File: config.mk
export PLATFORM = sky130hd
export DESIGN_NAME = ble_message_segmenter_flat
export DESIGN_NICKNAME = d
export VERILOG_FILES = /design/src/bms_pkg.sv /design/src/bms_if.sv /design/src/bms_ram.sv /design/src/bms_datapath.sv /design/src/bms_ctrl.sv /design/src/ble_message_segmenter.sv /design/src/flat_wrapper.sv
export SDC_FILE = /design/constraint.sdc
export NUM_CORES = 1
export LEC_CHECK = 0
export BUFFER_PORTS_ARGS = -buffer_cell sky130_fd_sc_hd__buf_2
export CAP_MARGIN = 20
export CORE_MARGIN = 4
export CORE_UTILIZATION = 55
export CTS_BUF_LIST = sky130_fd_sc_hd__clkbuf_8
export DETAILED_ROUTE_END_ITERATION = 8
export GPL_ROUTABILITY_DRIVEN = 0
export PLACE_DENSITY = 0.73
export SETUP_SLACK_MARGIN = 0.02
export SYNTH_ARGS = -nofsm -noshare
export SYNTH_HDL_FRONTEND = slang
export SYNTH_SLANG_ARGS = --single-unit
export TNS_END_PERCENT = 100
File: constraint.sdc
create_clock -name clk -period 3.6 [get_ports clk]
set_input_delay 0.18 -clock clk [delete_from_list [all_inputs] [get_ports clk]]
set_output_delay 0.18 -clock clk [all_outputs]
set_load 0.05 [all_outputs]
File: src/bms_pkg.sv
package bms_pkg;

	// segment geometry
	localparam int unsigned SEG_PAYLOAD = 19;
	localparam int unsigned CNT_W       = $clog2(SEG_PAYLOAD + 1);
	localparam int unsigned IDX_W       = $clog2(SEG_PAYLOAD);
	localparam int unsigned DATA_W      = 8;
	localparam int unsigned PTYPE_W     = 7;

	// controller to datapath
	typedef struct packed {
		logic accept;
		logic store_held;
		logic hdr;
		logic data;
		logic final_seg;
		logic clear;
	} cmd_t;

	// datapath to controller
	typedef struct packed {
		logic full;
		logic in_end;
		logic end_held;
		logic out_free;
		logic last;
	} stat_t;

endpackage

File: src/bms_if.sv
// input channel: one message byte per beat
interface bms_in_if;
	logic                          valid;
	logic                          ready;
	logic [bms_pkg::DATA_W-1:0]    data_byte;
	logic                          message_end;
	logic [bms_pkg::PTYPE_W-1:0]   parse_type;

	modport source (output valid, data_byte, message_end, parse_type, input ready);
	modport sink (input valid, data_byte, message_end, parse_type, output ready);
endinterface

// output channel: one segment byte per beat
interface bms_out_if;
	logic                          valid;
	logic                          ready;
	logic [bms_pkg::DATA_W-1:0]    seg_byte;
	logic                          is_header;
	logic                          segment_end;
	logic                          message_done;

	modport source (output valid, seg_byte, is_header, segment_end, message_done, input ready);
	modport sink (input valid, seg_byte, is_header, segment_end, message_done, output ready);
endinterface

File: src/bms_ram.sv
module bms_ram #(
	parameter int unsigned WIDTH = 8,
	parameter int unsigned DEPTH = 16
) (
	input  logic                     clk,
	input  logic                     we,
	input  logic [$clog2(DEPTH)-1:0] waddr,
	input  logic [WIDTH-1:0]         wdata,
	input  logic [$clog2(DEPTH)-1:0] raddr,
	output logic [WIDTH-1:0]         rdata
);

	logic [WIDTH-1:0] mem_q [DEPTH];
	logic [WIDTH-1:0] rdata_q;

	// single write port, registered read
	always_ff @(posedge clk) begin
		if (we) begin
			mem_q[waddr] <= wdata;
		end
		rdata_q <= mem_q[raddr];
	end

	assign rdata = rdata_q;

endmodule

File: src/bms_datapath.sv
module bms_datapath (
	input  logic                          clk,
	input  logic                          arst_n,
	input  logic [bms_pkg::DATA_W-1:0]    in_data_byte,
	input  logic                          in_message_end,
	input  logic [bms_pkg::PTYPE_W-1:0]   in_parse_type,
	input  bms_pkg::cmd_t                 cmd,
	output bms_pkg::stat_t                stat,
	input  logic                          out_ready,
	output logic                          out_valid,
	output logic [bms_pkg::DATA_W-1:0]    out_seg_byte,
	output logic                          out_is_header,
	output logic                          out_segment_end,
	output logic                          out_message_done
);

	logic [bms_pkg::CNT_W-1:0]   count_q;
	logic                        first_q;
	logic [bms_pkg::DATA_W-1:0]  byte_q;
	logic                        end_q;
	logic [bms_pkg::PTYPE_W-1:0] ptype_q;
	logic [bms_pkg::IDX_W-1:0]   idx_q;

	logic                        out_valid_q;
	logic [bms_pkg::DATA_W-1:0]  out_byte_q;
	logic                        out_hdr_q;
	logic                        out_send_q;
	logic                        out_done_q;

	logic                        full;
	logic                        last;
	logic                        out_free;
	logic                        advance;
	logic [bms_pkg::DATA_W-1:0]  hdr_byte;

	logic                        ram_we;
	logic [bms_pkg::IDX_W-1:0]   ram_waddr;
	logic [bms_pkg::DATA_W-1:0]  ram_wdata;
	logic [bms_pkg::IDX_W-1:0]   ram_raddr;
	logic [bms_pkg::DATA_W-1:0]  ram_rdata;

	// buffer and output stage conditions
	assign full     = (count_q == bms_pkg::CNT_W'(bms_pkg::SEG_PAYLOAD));
	assign last     = ((bms_pkg::CNT_W'(idx_q) + bms_pkg::CNT_W'(1)) == count_q);
	assign out_free = !out_valid_q || out_ready;
	assign advance  = (cmd.hdr || cmd.data) && out_free;

	assign stat.full     = full;
	assign stat.in_end   = in_message_end;
	assign stat.end_held = end_q;
	assign stat.out_free = out_free;
	assign stat.last     = last;

	// header byte: parse type only on the final segment
	assign hdr_byte = cmd.final_seg ? {ptype_q, first_q} : {{bms_pkg::PTYPE_W{1'b0}}, first_q};

	// buffer write: direct from input, or the held byte after a flush
	assign ram_we    = (cmd.accept && !full) || cmd.store_held;
	assign ram_waddr = cmd.store_held ? '0 : count_q[bms_pkg::IDX_W-1:0];
	assign ram_wdata = cmd.store_held ? byte_q : in_data_byte;

	// read address runs one ahead of the byte being loaded
	always_comb begin
		ram_raddr = '0;
		if (cmd.data) begin
			if (advance && !last) begin
				ram_raddr = idx_q + bms_pkg::IDX_W'(1);
			end else begin
				ram_raddr = idx_q;
			end
		end
	end

	bms_ram #(
		.WIDTH (bms_pkg::DATA_W),
		.DEPTH (bms_pkg::SEG_PAYLOAD)
	) u_bms_ram (
		.clk   (clk),
		.we    (ram_we),
		.waddr (ram_waddr),
		.wdata (ram_wdata),
		.raddr (ram_raddr),
		.rdata (ram_rdata)
	);

	// fill count and first-segment flag
	always_ff @(posedge clk or negedge arst_n) begin
		if (!arst_n) begin
			count_q <= '0;
			first_q <= 1'b1;
		end else if (cmd.clear) begin
			count_q <= '0;
			first_q <= 1'b1;
		end else if (cmd.store_held) begin
			count_q <= bms_pkg::CNT_W'(1);
			first_q <= 1'b0;
		end else if (cmd.accept && !full) begin
			count_q <= count_q + bms_pkg::CNT_W'(1);
		end
	end

	// input beat held for flush and final header
	always_ff @(posedge clk) begin
		if (cmd.accept) begin
			byte_q  <= in_data_byte;
			end_q   <= in_message_end;
			ptype_q <= in_parse_type;
		end
	end

	// read index within the segment
	always_ff @(posedge clk or negedge arst_n) begin
		if (!arst_n) begin
			idx_q <= '0;
		end else if (cmd.hdr) begin
			idx_q <= '0;
		end else if (cmd.data && out_free) begin
			idx_q <= idx_q + bms_pkg::IDX_W'(1);
		end
	end

	// output register valid
	always_ff @(posedge clk or negedge arst_n) begin
		if (!arst_n) begin
			out_valid_q <= 1'b0;
		end else if (advance) begin
			out_valid_q <= 1'b1;
		end else if (out_ready) begin
			out_valid_q <= 1'b0;
		end
	end

	// output register payload
	always_ff @(posedge clk) begin
		if (advance) begin
			if (cmd.hdr) begin
				out_byte_q <= hdr_byte;
				out_hdr_q  <= 1'b1;
				out_send_q <= 1'b0;
				out_done_q <= 1'b0;
			end else begin
				out_byte_q <= ram_rdata;
				out_hdr_q  <= 1'b0;
				out_send_q <= last;
				out_done_q <= last && cmd.final_seg;
			end
		end
	end

	assign out_valid        = out_valid_q;
	assign out_seg_byte     = out_byte_q;
	assign out_is_header    = out_hdr_q;
	assign out_segment_end  = out_send_q;
	assign out_message_done = out_done_q;

endmodule

File: src/bms_ctrl.sv
module bms_ctrl (
	input  logic           clk,
	input  logic           arst_n,
	input  logic           in_valid,
	output logic           in_ready,
	input  bms_pkg::stat_t stat,
	output bms_pkg::cmd_t  cmd
);

	localparam logic [1:0] ST_IDLE  = 2'd0;
	localparam logic [1:0] ST_HDR   = 2'd1;
	localparam logic [1:0] ST_DATA  = 2'd2;
	localparam logic [1:0] ST_WRITE = 2'd3;

	logic [1:0] state_q;
	logic [1:0] state_d;
	logic       final_q;
	logic       final_d;
	logic       accept;

	assign in_ready = (state_q == ST_IDLE);
	assign accept   = in_valid && in_ready;

	// commands to the datapath
	always_comb begin
		cmd            = '0;
		cmd.accept     = accept;
		cmd.hdr        = (state_q == ST_HDR);
		cmd.data       = (state_q == ST_DATA);
		cmd.store_held = (state_q == ST_WRITE);
		cmd.final_seg  = final_q;
		cmd.clear      = (state_q == ST_DATA) && stat.out_free && stat.last && final_q;
	end

	// sequencing of segment emission
	always_comb begin
		state_d = state_q;
		final_d = final_q;
		unique case (state_q)
			ST_IDLE: begin
				if (accept) begin
					if (stat.full) begin
						state_d = ST_HDR;
						final_d = 1'b0;
					end else if (stat.in_end) begin
						state_d = ST_HDR;
						final_d = 1'b1;
					end
				end
			end
			ST_HDR: begin
				if (stat.out_free) begin
					state_d = ST_DATA;
				end
			end
			ST_DATA: begin
				if (stat.out_free && stat.last) begin
					state_d = final_q ? ST_IDLE : ST_WRITE;
				end
			end
			ST_WRITE: begin
				if (stat.end_held) begin
					state_d = ST_HDR;
					final_d = 1'b1;
				end else begin
					state_d = ST_IDLE;
				end
			end
			default: begin
				state_d = ST_IDLE;
			end
		endcase
	end

	always_ff @(posedge clk or negedge arst_n) begin
		if (!arst_n) begin
			state_q <= ST_IDLE;
			final_q <= 1'b0;
		end else begin
			state_q <= state_d;
			final_q <= final_d;
		end
	end

endmodule

File: src/ble_message_segmenter.sv
// A byte that does not end a message and finds room in the buffer is stored and the input stays ready.
// A flush of a full buffer sends the header and the SEG_PAYLOAD held bytes, then stores the new byte;
// a final segment sends the header and its n bytes, read through the registered port of the buffer RAM.
// The triggering beat moves the sequencer to the header state, which loads the header into the output register.
// Reset (arst_n low) empties the buffer count and marks the next segment as first.
module ble_message_segmenter (
	input logic     clk,
	input logic     arst_n,
	bms_in_if.sink  in_ch,
	bms_out_if.source out_ch
);

	bms_pkg::cmd_t  cmd;
	bms_pkg::stat_t stat;

	// sequencer
	bms_ctrl u_bms_ctrl (
		.clk      (clk),
		.arst_n   (arst_n),
		.in_valid (in_ch.valid),
		.in_ready (in_ch.ready),
		.stat     (stat),
		.cmd      (cmd)
	);

	// buffer, header build and output register
	bms_datapath u_bms_datapath (
		.clk              (clk),
		.arst_n           (arst_n),
		.in_data_byte     (in_ch.data_byte),
		.in_message_end   (in_ch.message_end),
		.in_parse_type    (in_ch.parse_type),
		.cmd              (cmd),
		.stat             (stat),
		.out_ready        (out_ch.ready),
		.out_valid        (out_ch.valid),
		.out_seg_byte     (out_ch.seg_byte),
		.out_is_header    (out_ch.is_header),
		.out_segment_end  (out_ch.segment_end),
		.out_message_done (out_ch.message_done)
	);

endmodule

File: src/flat_wrapper.sv
// flat-port wrapper written by rule: the top's interface ports become plain ports
module ble_message_segmenter_flat 
  (clk, arst_n, in_ch_valid, in_ch_data_byte, in_ch_message_end, in_ch_parse_type, in_ch_ready, out_ch_valid, out_ch_seg_byte, out_ch_is_header, out_ch_segment_end, out_ch_message_done, out_ch_ready);
  bms_in_if in_ch_i ();
  bms_out_if out_ch_i ();
  input logic clk;
  input logic arst_n;
  input wire logic [$bits(in_ch_i.valid)-1:0] in_ch_valid;
  input wire logic [$bits(in_ch_i.data_byte)-1:0] in_ch_data_byte;
  input wire logic [$bits(in_ch_i.message_end)-1:0] in_ch_message_end;
  input wire logic [$bits(in_ch_i.parse_type)-1:0] in_ch_parse_type;
  output wire logic [$bits(in_ch_i.ready)-1:0] in_ch_ready;
  output wire logic [$bits(out_ch_i.valid)-1:0] out_ch_valid;
  output wire logic [$bits(out_ch_i.seg_byte)-1:0] out_ch_seg_byte;
  output wire logic [$bits(out_ch_i.is_header)-1:0] out_ch_is_header;
  output wire logic [$bits(out_ch_i.segment_end)-1:0] out_ch_segment_end;
  output wire logic [$bits(out_ch_i.message_done)-1:0] out_ch_message_done;
  input wire logic [$bits(out_ch_i.ready)-1:0] out_ch_ready;
  assign in_ch_i.valid = in_ch_valid;
  assign in_ch_i.data_byte = in_ch_data_byte;
  assign in_ch_i.message_end = in_ch_message_end;
  assign in_ch_i.parse_type = in_ch_parse_type;
  assign in_ch_ready = in_ch_i.ready;
  assign out_ch_valid = out_ch_i.valid;
  assign out_ch_seg_byte = out_ch_i.seg_byte;
  assign out_ch_is_header = out_ch_i.is_header;
  assign out_ch_segment_end = out_ch_i.segment_end;
  assign out_ch_message_done = out_ch_i.message_done;
  assign out_ch_i.ready = out_ch_ready;
  ble_message_segmenter u_core (.clk(clk), .arst_n(arst_n), .in_ch(in_ch_i), .out_ch(out_ch_i));
endmodule
==> run_results.csv, run 1 <==
group,metric,value,unit
routing,num_vias,5689,
worst_hold_path,hold_path.class,"primary input to asynchronous set/reset pin",
power,powerDensity,763,nW/um^2
synthesis,ys_top_cells_by_count,"edfxtp_1 (179), mux2i_1 (65), a22oi_1 (40)",
floorplanning,design.core.area,15900,sq um
sta,max_slew_margin,45.2,%
sta,worst_pin_slew,0.819,ns
cts,cts_resized,0,
synthesis,synth_area_leaders,"edfxtp_1 (60%), mux2i_1 (7.3%), dfrtp_1 (3.9%)",
floorplanning,die_w,136,um
floorplanning,die-area,18400,sq um
routing,antenna_left,0,
synthesis,synth-edff-count,179,
placement,dp.cells,868,
worst_setup_path,crit_type,"register to register",
synthesis,ys_types,70,
synthesis,synthDominantCellAreaShare,60.0,%
sta,fin_setup_tns,0,ns
power,p_leak,3.97,nW
worst_setup_path,cp-end-kind,"register",
synthesis,synth.largest_area_cell,"edfxtp_1",
floorplanning,start_util,56.2,%
synthesis,synthArstFlopShare,7.43,%
sta,fmax,299,MHz
cts,cts_root_buffer,"clkbuf_8",
synthesis,yosysMostFrequentCell,"edfxtp_1",
cts,tritoncts,"done",
routing,vias_per_cell,6.02,
routing,wl_per_cell,21.9,um
status,outcome,"finished, final reports clean",
job,cap_violations,0,
cells_and_area,stdcell_area,10100,sq um
cells_and_area,areaGrowthSynthToFinish,13.2,%
sta,hold_viol,0,
power,p_total,7.74,mW
synthesis,syn_inst,628,
synthesis,synth_nets,654,
worst_setup_path,required,3.97,ns
global_route,use_met3,5.01,%
placement,place_area,9390,sq um
worst_setup_path,cp_data_arrival_time,3.72,ns
cells_and_area,fin_nets,731,
worst_setup_path,cp_max_fo,39,
cts,cts_sinks,202,
synthesis,ys_ff_latch,202,
cts,clkLatencyLatePin,0.53,ns
global_route,grt_pass1_wl,32600,um
routing,totalWireLength,20700,um
synthesis,synth-seq-area-share,66.0,%
sta,setup_violations,0,
global_route,antenna_found_initial,0,
sta,min_period_over_period,92.9,%
global_route,grt_max_degree,40,
global_route,grtUsageTotal,23.6,%
sta,timing.hold.ws,0.105,ns
synthesis,syn_area_per_cell,14.3,sq um
cells_and_area,antennaDiodeCount,0,
sta,slew_viol_final,0,
placement,io_buffer_count,32,
sta,rsz0062_at_grt,"false",
floorplanning,die_h,136,um
worst_setup_path,critPathLaunchType,"register",
synthesis,ys.flop_type,"edfxtp_1",
sta,finalClockSkew,0.0348,ns
sta,layout_min_cycle_time,3.34,ns
global_route,global_route.usage.met2,36.4,%
floorplanning,rows,46,
cts,clk_path_buf_depth,3,
global_route,grt_util_met1,33.4,%
synthesis,syn_area,8960,sq um
placement,dp_hpwl,13800,um
routing,route.detailed.drc,0,
synthesis,yosysWarnings,0,
cts,cts_buffers,34,
cells_and_area,final_cells,945,
global_route,grt_overflow,0,
routing,drt_first_pass_iters,5,
floorplanning,io_pins,33,
routing,drt-initial-drc-count,665,
cells_and_area,drive_gt1_share,19.1,%
cts,ctsHtreeMaxLevel,2,
global_route,grt_pass1_vias,5588,
power,max-vdd-ir-drop,0.000515,V
cts,cts.clk_slew.worst_paths,0.06,ns
global_route,busiest_layer,"met2",
-- layer usage --
metal / wire [um] / part of all wire, %
met4: 554 / 2.7
met1: 8840 / 43
met3: 1680 / 8.1
met2: 9630 / 47
met5: 0 / 0
-- metrics by stage --
step                worst slack, ns  util, %
global placement              0.376     58.9
CTS                           0.294     63.6
detailed placement            0.274     58.9
global route                 0.0557     63.6
floorplan                     0.377        -
finish                        0.256     63.6
-- cells in the final DEF (no fill, tap or decap), types with 24 or more instances in the layout --
cell and count:
a22oi_1 40, buf_2 32, clkbuf_8 34, edfxtp_1 179, buf_4 26, nand3_1 29
inv_1 24, nor2_1 39, nand2_1 29, mux2i_1 65
-- logic make-up (layout without fill, tap and decap cells) --
family	count (synthesis)	in the layout	synth area share [%]
xor+xnor	17	17	1.83
buf+inv	49	150	3.20
mux	84	84	9.65
fa+ha+maj	6	6	0.838
flops	202	202	66.0
compound gates	127	127	10.5
simple gates	143	143	8.00
-- power breakdown --
part,total (mW),leakage (nW),switching (mW),internal (mW)
Combinational,2.80,1.74,1.88,0.924
Sequential,3.17,1.88,0.151,3.02
Clock,1.77,0.349,0.875,0.895
-- cell type report --
cell class                      instances  area, sq um
Fill cell                            1180         5800
Clock inverter                         26          121
Timing Repair Buffer                   76          546
Inverter                               14         52.6
Clock buffer                           34          468
Tap cell                              216          270
Sequential cell                       202         5910
Multi-Input combinational cell        377         2780
-- critical path: stages (launching register included) --
cell	delay [ns]
dfrtp_1	0.47
ha_1	0.55
xnor2_1	0.19
nand2_1	0.16
o311a_1	0.40
a2111oi_4	0.27
buf_12	0.30
buf_4	0.26
mux2i_1	0.24
a22oi_1	0.11
nand3_1	0.12
o211ai_1	0.10
-- worst paths after layout --
path                                                               endpoint  slack (ns)                                       start  cells past startpoint
hold / removal                 u_core.u_bms_datapath.count_q[4]$_DFFE_PN0P_        0.10                                      arst_n                      2
setup reg to reg           u_core.u_bms_datapath.u_bms_ram.rdata[4]$_DFF_P_        0.26  u_core.u_bms_datapath.idx_q[1]$_DFFE_PN0P_                     11
min in group clk                u_core.u_bms_datapath.out_valid$_DFFE_PN0P_        0.15                                out_ch_ready                      3
max in group asynchronous         u_core.u_bms_datapath.first_q$_DFFE_PN1P_        3.18                                      arst_n                      2
setup / recovery           u_core.u_bms_datapath.u_bms_ram.rdata[4]$_DFF_P_        0.26  u_core.u_bms_datapath.idx_q[1]$_DFFE_PN0P_                     11
hold reg to reg                   u_core.u_bms_datapath.first_q$_DFFE_PN1P_        0.49   u_core.u_bms_datapath.first_q$_DFFE_PN1P_                      2
-- flip-flops by register name, summed over array words and instances (netlist names) --
signal                                  flops
u_core.u_bms_ctrl.final_q                   1
u_core.u_bms_ctrl.state_q                   2
u_core.u_bms_datapath.byte_q                8
u_core.u_bms_datapath.count_q               5
u_core.u_bms_datapath.end_q                 1
u_core.u_bms_datapath.first_q               1
u_core.u_bms_datapath.idx_q                 5
u_core.u_bms_datapath.out_is_header         1
u_core.u_bms_datapath.out_message_done      1
u_core.u_bms_datapath.out_seg_byte          8
u_core.u_bms_datapath.out_segment_end       1
u_core.u_bms_datapath.out_valid             1
u_core.u_bms_datapath.ptype_q               7
u_core.u_bms_datapath.u_bms_ram.mem_q     152
u_core.u_bms_datapath.u_bms_ram.rdata       8
-- repair_timing --
action / in CTS / in global routing
buffers inserted: 0 / 0
endpoints found under the setup margin: 0 / 0
hold endpoints to repair: 31 / 0
hold buffers: 17 / 0
(Power assumes the default switching activity.)
==> run 2: changes to the inputs <==
--- a/config.mk
+++ b/config.mk
@@ -12,7 +12,7 @@
 export CTS_BUF_LIST = sky130_fd_sc_hd__clkbuf_8
 export DETAILED_ROUTE_END_ITERATION = 8
 export GPL_ROUTABILITY_DRIVEN = 0
-export PLACE_DENSITY = 0.73
+export PLACE_DENSITY_LB_ADDON = 0.08
 export SETUP_SLACK_MARGIN = 0.02
 export SYNTH_ARGS = -nofsm -noshare
 export SYNTH_HDL_FRONTEND = slang
==> run_results.csv, run 2 (synthesis gave the netlist of run 1 again) <==
group,metric,value,unit
status,outcome,"finished, final reports clean",
routing,drt-initial-drc-count,597,
sta,setup_violations,0,
floorplanning,die_w,136,um
routing,totalWireLength,20000,um
worst_setup_path,crit_type,"register to register",
cts,cts_sinks,202,
floorplanning,die-area,18400,sq um
sta,fin_setup_tns,0,ns
global_route,grtUsageTotal,22.3,%
cts,ctsHtreeMaxLevel,2,
worst_setup_path,critPathTopFamily,"compound AO/OA/AOI/OAI gates",
cts,clk_path_buf_depth,3,
cells_and_area,largest_reg_flops,152,
routing,wl_per_cell,21.2,um
worst_setup_path,cp_max_fo,32,
sta,min_period_over_period,92.5,%
placement,io_buffer_count,32,
routing,antenna_left,0,
worst_setup_path,slowest_stage,"ha_2",
floorplanning,io_pins,33,
cts,cts.clk_slew.worst_paths,0.06,ns
global_route,grt_pass1_vias,5464,
cells_and_area,n_fill_cell,1215,
worst_setup_path,cp-end-kind,"register",
routing,num_vias,5596,
power,powerDensity,771,nW/um^2
worst_setup_path,critPathLaunchType,"register",
worst_setup_path,path_buf_inv,1,
floorplanning,rows,46,
placement,dp_hpwl,13400,um
cells_and_area,stdcell_area,10200,sq um
cts,cts_buffers,35,
routing,vias_per_cell,5.92,
cells_and_area,regMostFlops,"u_core.u_bms_datapath.u_bms_ram.mem_q",
sta,max_slew_margin,43.2,%
placement,place_area,9380,sq um
cells_and_area,drive_gt1_share,19.6,%
routing,route.detailed.drc,0,
sta,hold_viol,0,
floorplanning,start_util,56.2,%
cells_and_area,final_cell_mix,"edfxtp_1 (179), mux2i_1 (65), a22oi_1 (40), nor2_1 (39), clkbuf_8 (38)",
cells_and_area,antennaDiodeCount,0,
global_route,grt_pass1_wl,31000,um
floorplanning,die_h,136,um
cells_and_area,fin_nets,733,
cells_and_area,areaGrowthSynthToFinish,13.9,%
job,cap_violations,0,
worst_setup_path,cp_data_arrival_time,3.69,ns
cts,clkLatencyLatePin,0.52,ns
global_route,grt_max_degree,65,
cts,tritoncts,"done",
worst_setup_path,required,3.96,ns
sta,slew_viol_final,0,
sta,rsz0062_at_grt,"false",
worst_setup_path,reg2reg_slack,0.27,ns
global_route,grt_overflow,0,
power,max-vdd-ir-drop,0.000446,V
worst_hold_path,hold_path.class,"primary input to asynchronous set/reset pin",
power,p_leak,4.00,nW
global_route,antenna_found_initial,0,
sta,finalClockSkew,0.0270,ns
sta,fmax,300,MHz
sta,layout_min_cycle_time,3.33,ns
routing,drt_first_pass_iters,5,
sta,worst_pin_slew,0.848,ns
worst_setup_path,max_stage_delay,0.50,ns
cells_and_area,final_common_cell,"edfxtp_1",
worst_setup_path,crit_chain,"ha_2, xnor2_1, nand2_1, o311a_1, a2111oi_4, clkbuf_16, mux2_2, mux2i_1, o211ai_1",
cts,cts_root_buffer,"clkbuf_8",
floorplanning,design.core.area,15900,sq um
-- run 2: worst paths after layout --
path / from / endpoint / cells past startpoint
worst max-delay path: u_core.u_bms_datapath.idx_q[1]$_DFFE_PN0P_ / u_core.u_bms_datapath.u_bms_ram.rdata[3]$_DFF_P_ / 9
worst min-delay path: arst_n / u_core.u_bms_ctrl.final_q$_DFFE_PN0P_ / 2
worst max register to register: u_core.u_bms_datapath.idx_q[1]$_DFFE_PN0P_ / u_core.u_bms_datapath.u_bms_ram.rdata[3]$_DFF_P_ / 9
worst min register to register: u_core.u_bms_datapath.first_q$_DFFE_PN1P_ / u_core.u_bms_datapath.first_q$_DFFE_PN1P_ / 2
max in group asynchronous: arst_n / u_core.u_bms_datapath.first_q$_DFFE_PN1P_ / 2
min in group clk: out_ch_ready / u_core.u_bms_datapath.out_valid$_DFFE_PN0P_ / 3
-- run 2: layout make-up --
cell class / count / area, sq um / area share, %
sequential: 202 / 5910 / 57.9
multi-input combinational: 377 / 2780 / 27.2
timing repair buffer: 77 / 562 / 5.50
clock buffer: 38 / 523 / 5.12
tap: 216 / 270 / 2.65
clock inverter: 21 / 114 / 1.12
inverter: 14 / 52.6 / 0.515
-- run 2: report_power, final --
group	leakage [nW]	internal (mW)	switching, mW
registers	1.88	3.02	0.170
logic	1.75	0.950	1.82
clock network	0.376	1.04	0.880
-- run 2: stage by stage --
step / hold WS [ns] / instances / total power, mW / worst slack (ns) / utilization, %
6_report: 0.102 / 945 / 7.87 / 0.270 / 64.0
5_1_grt: 0.133 / 945 / 8.30 / 0.0625 / 64.0
4_1_cts: 0.0899 / 943 / 7.87 / 0.233 / 63.9
3_5_place_dp: 0.114 / 867 / 5.93 / 0.242 / 58.8
3_3_place_gp: 0.106 / 867 / 5.86 / 0.297 / 58.8
2_1_floorplan: -0.116 / 628 / 5.20 / 0.377 / -
-- run 2: routing by layer --
metal	vias up	track usage (%)	wire [um]
li1	2582	-	-
met1	2768	31.6	8830
met2	200	34.3	9200
met3	46	4.57	1300
met4	0	8.29	656
met5	-	0	0
-- run 2: worst reg2reg max path, cell delays in order, from the launching register on --
cell       delay [ns]
dfrtp_1          0.48
ha_2             0.50
xnor2_1          0.16
nand2_1          0.17
o311a_1          0.40
a2111oi_4        0.39
clkbuf_16        0.36
mux2_2           0.39
mux2i_1          0.22
o211ai_1         0.12
-- run 2: timing repair --
| action | CTS | global route |
|---|---|---|
| hold buffers | 17 | 0 |
| setup endpoints to repair | 0 | 1 |
| hold endpoints to repair | 31 | 0 |
| setup buffers | 0 | 0 |
| resized for setup | 0 | 2 |
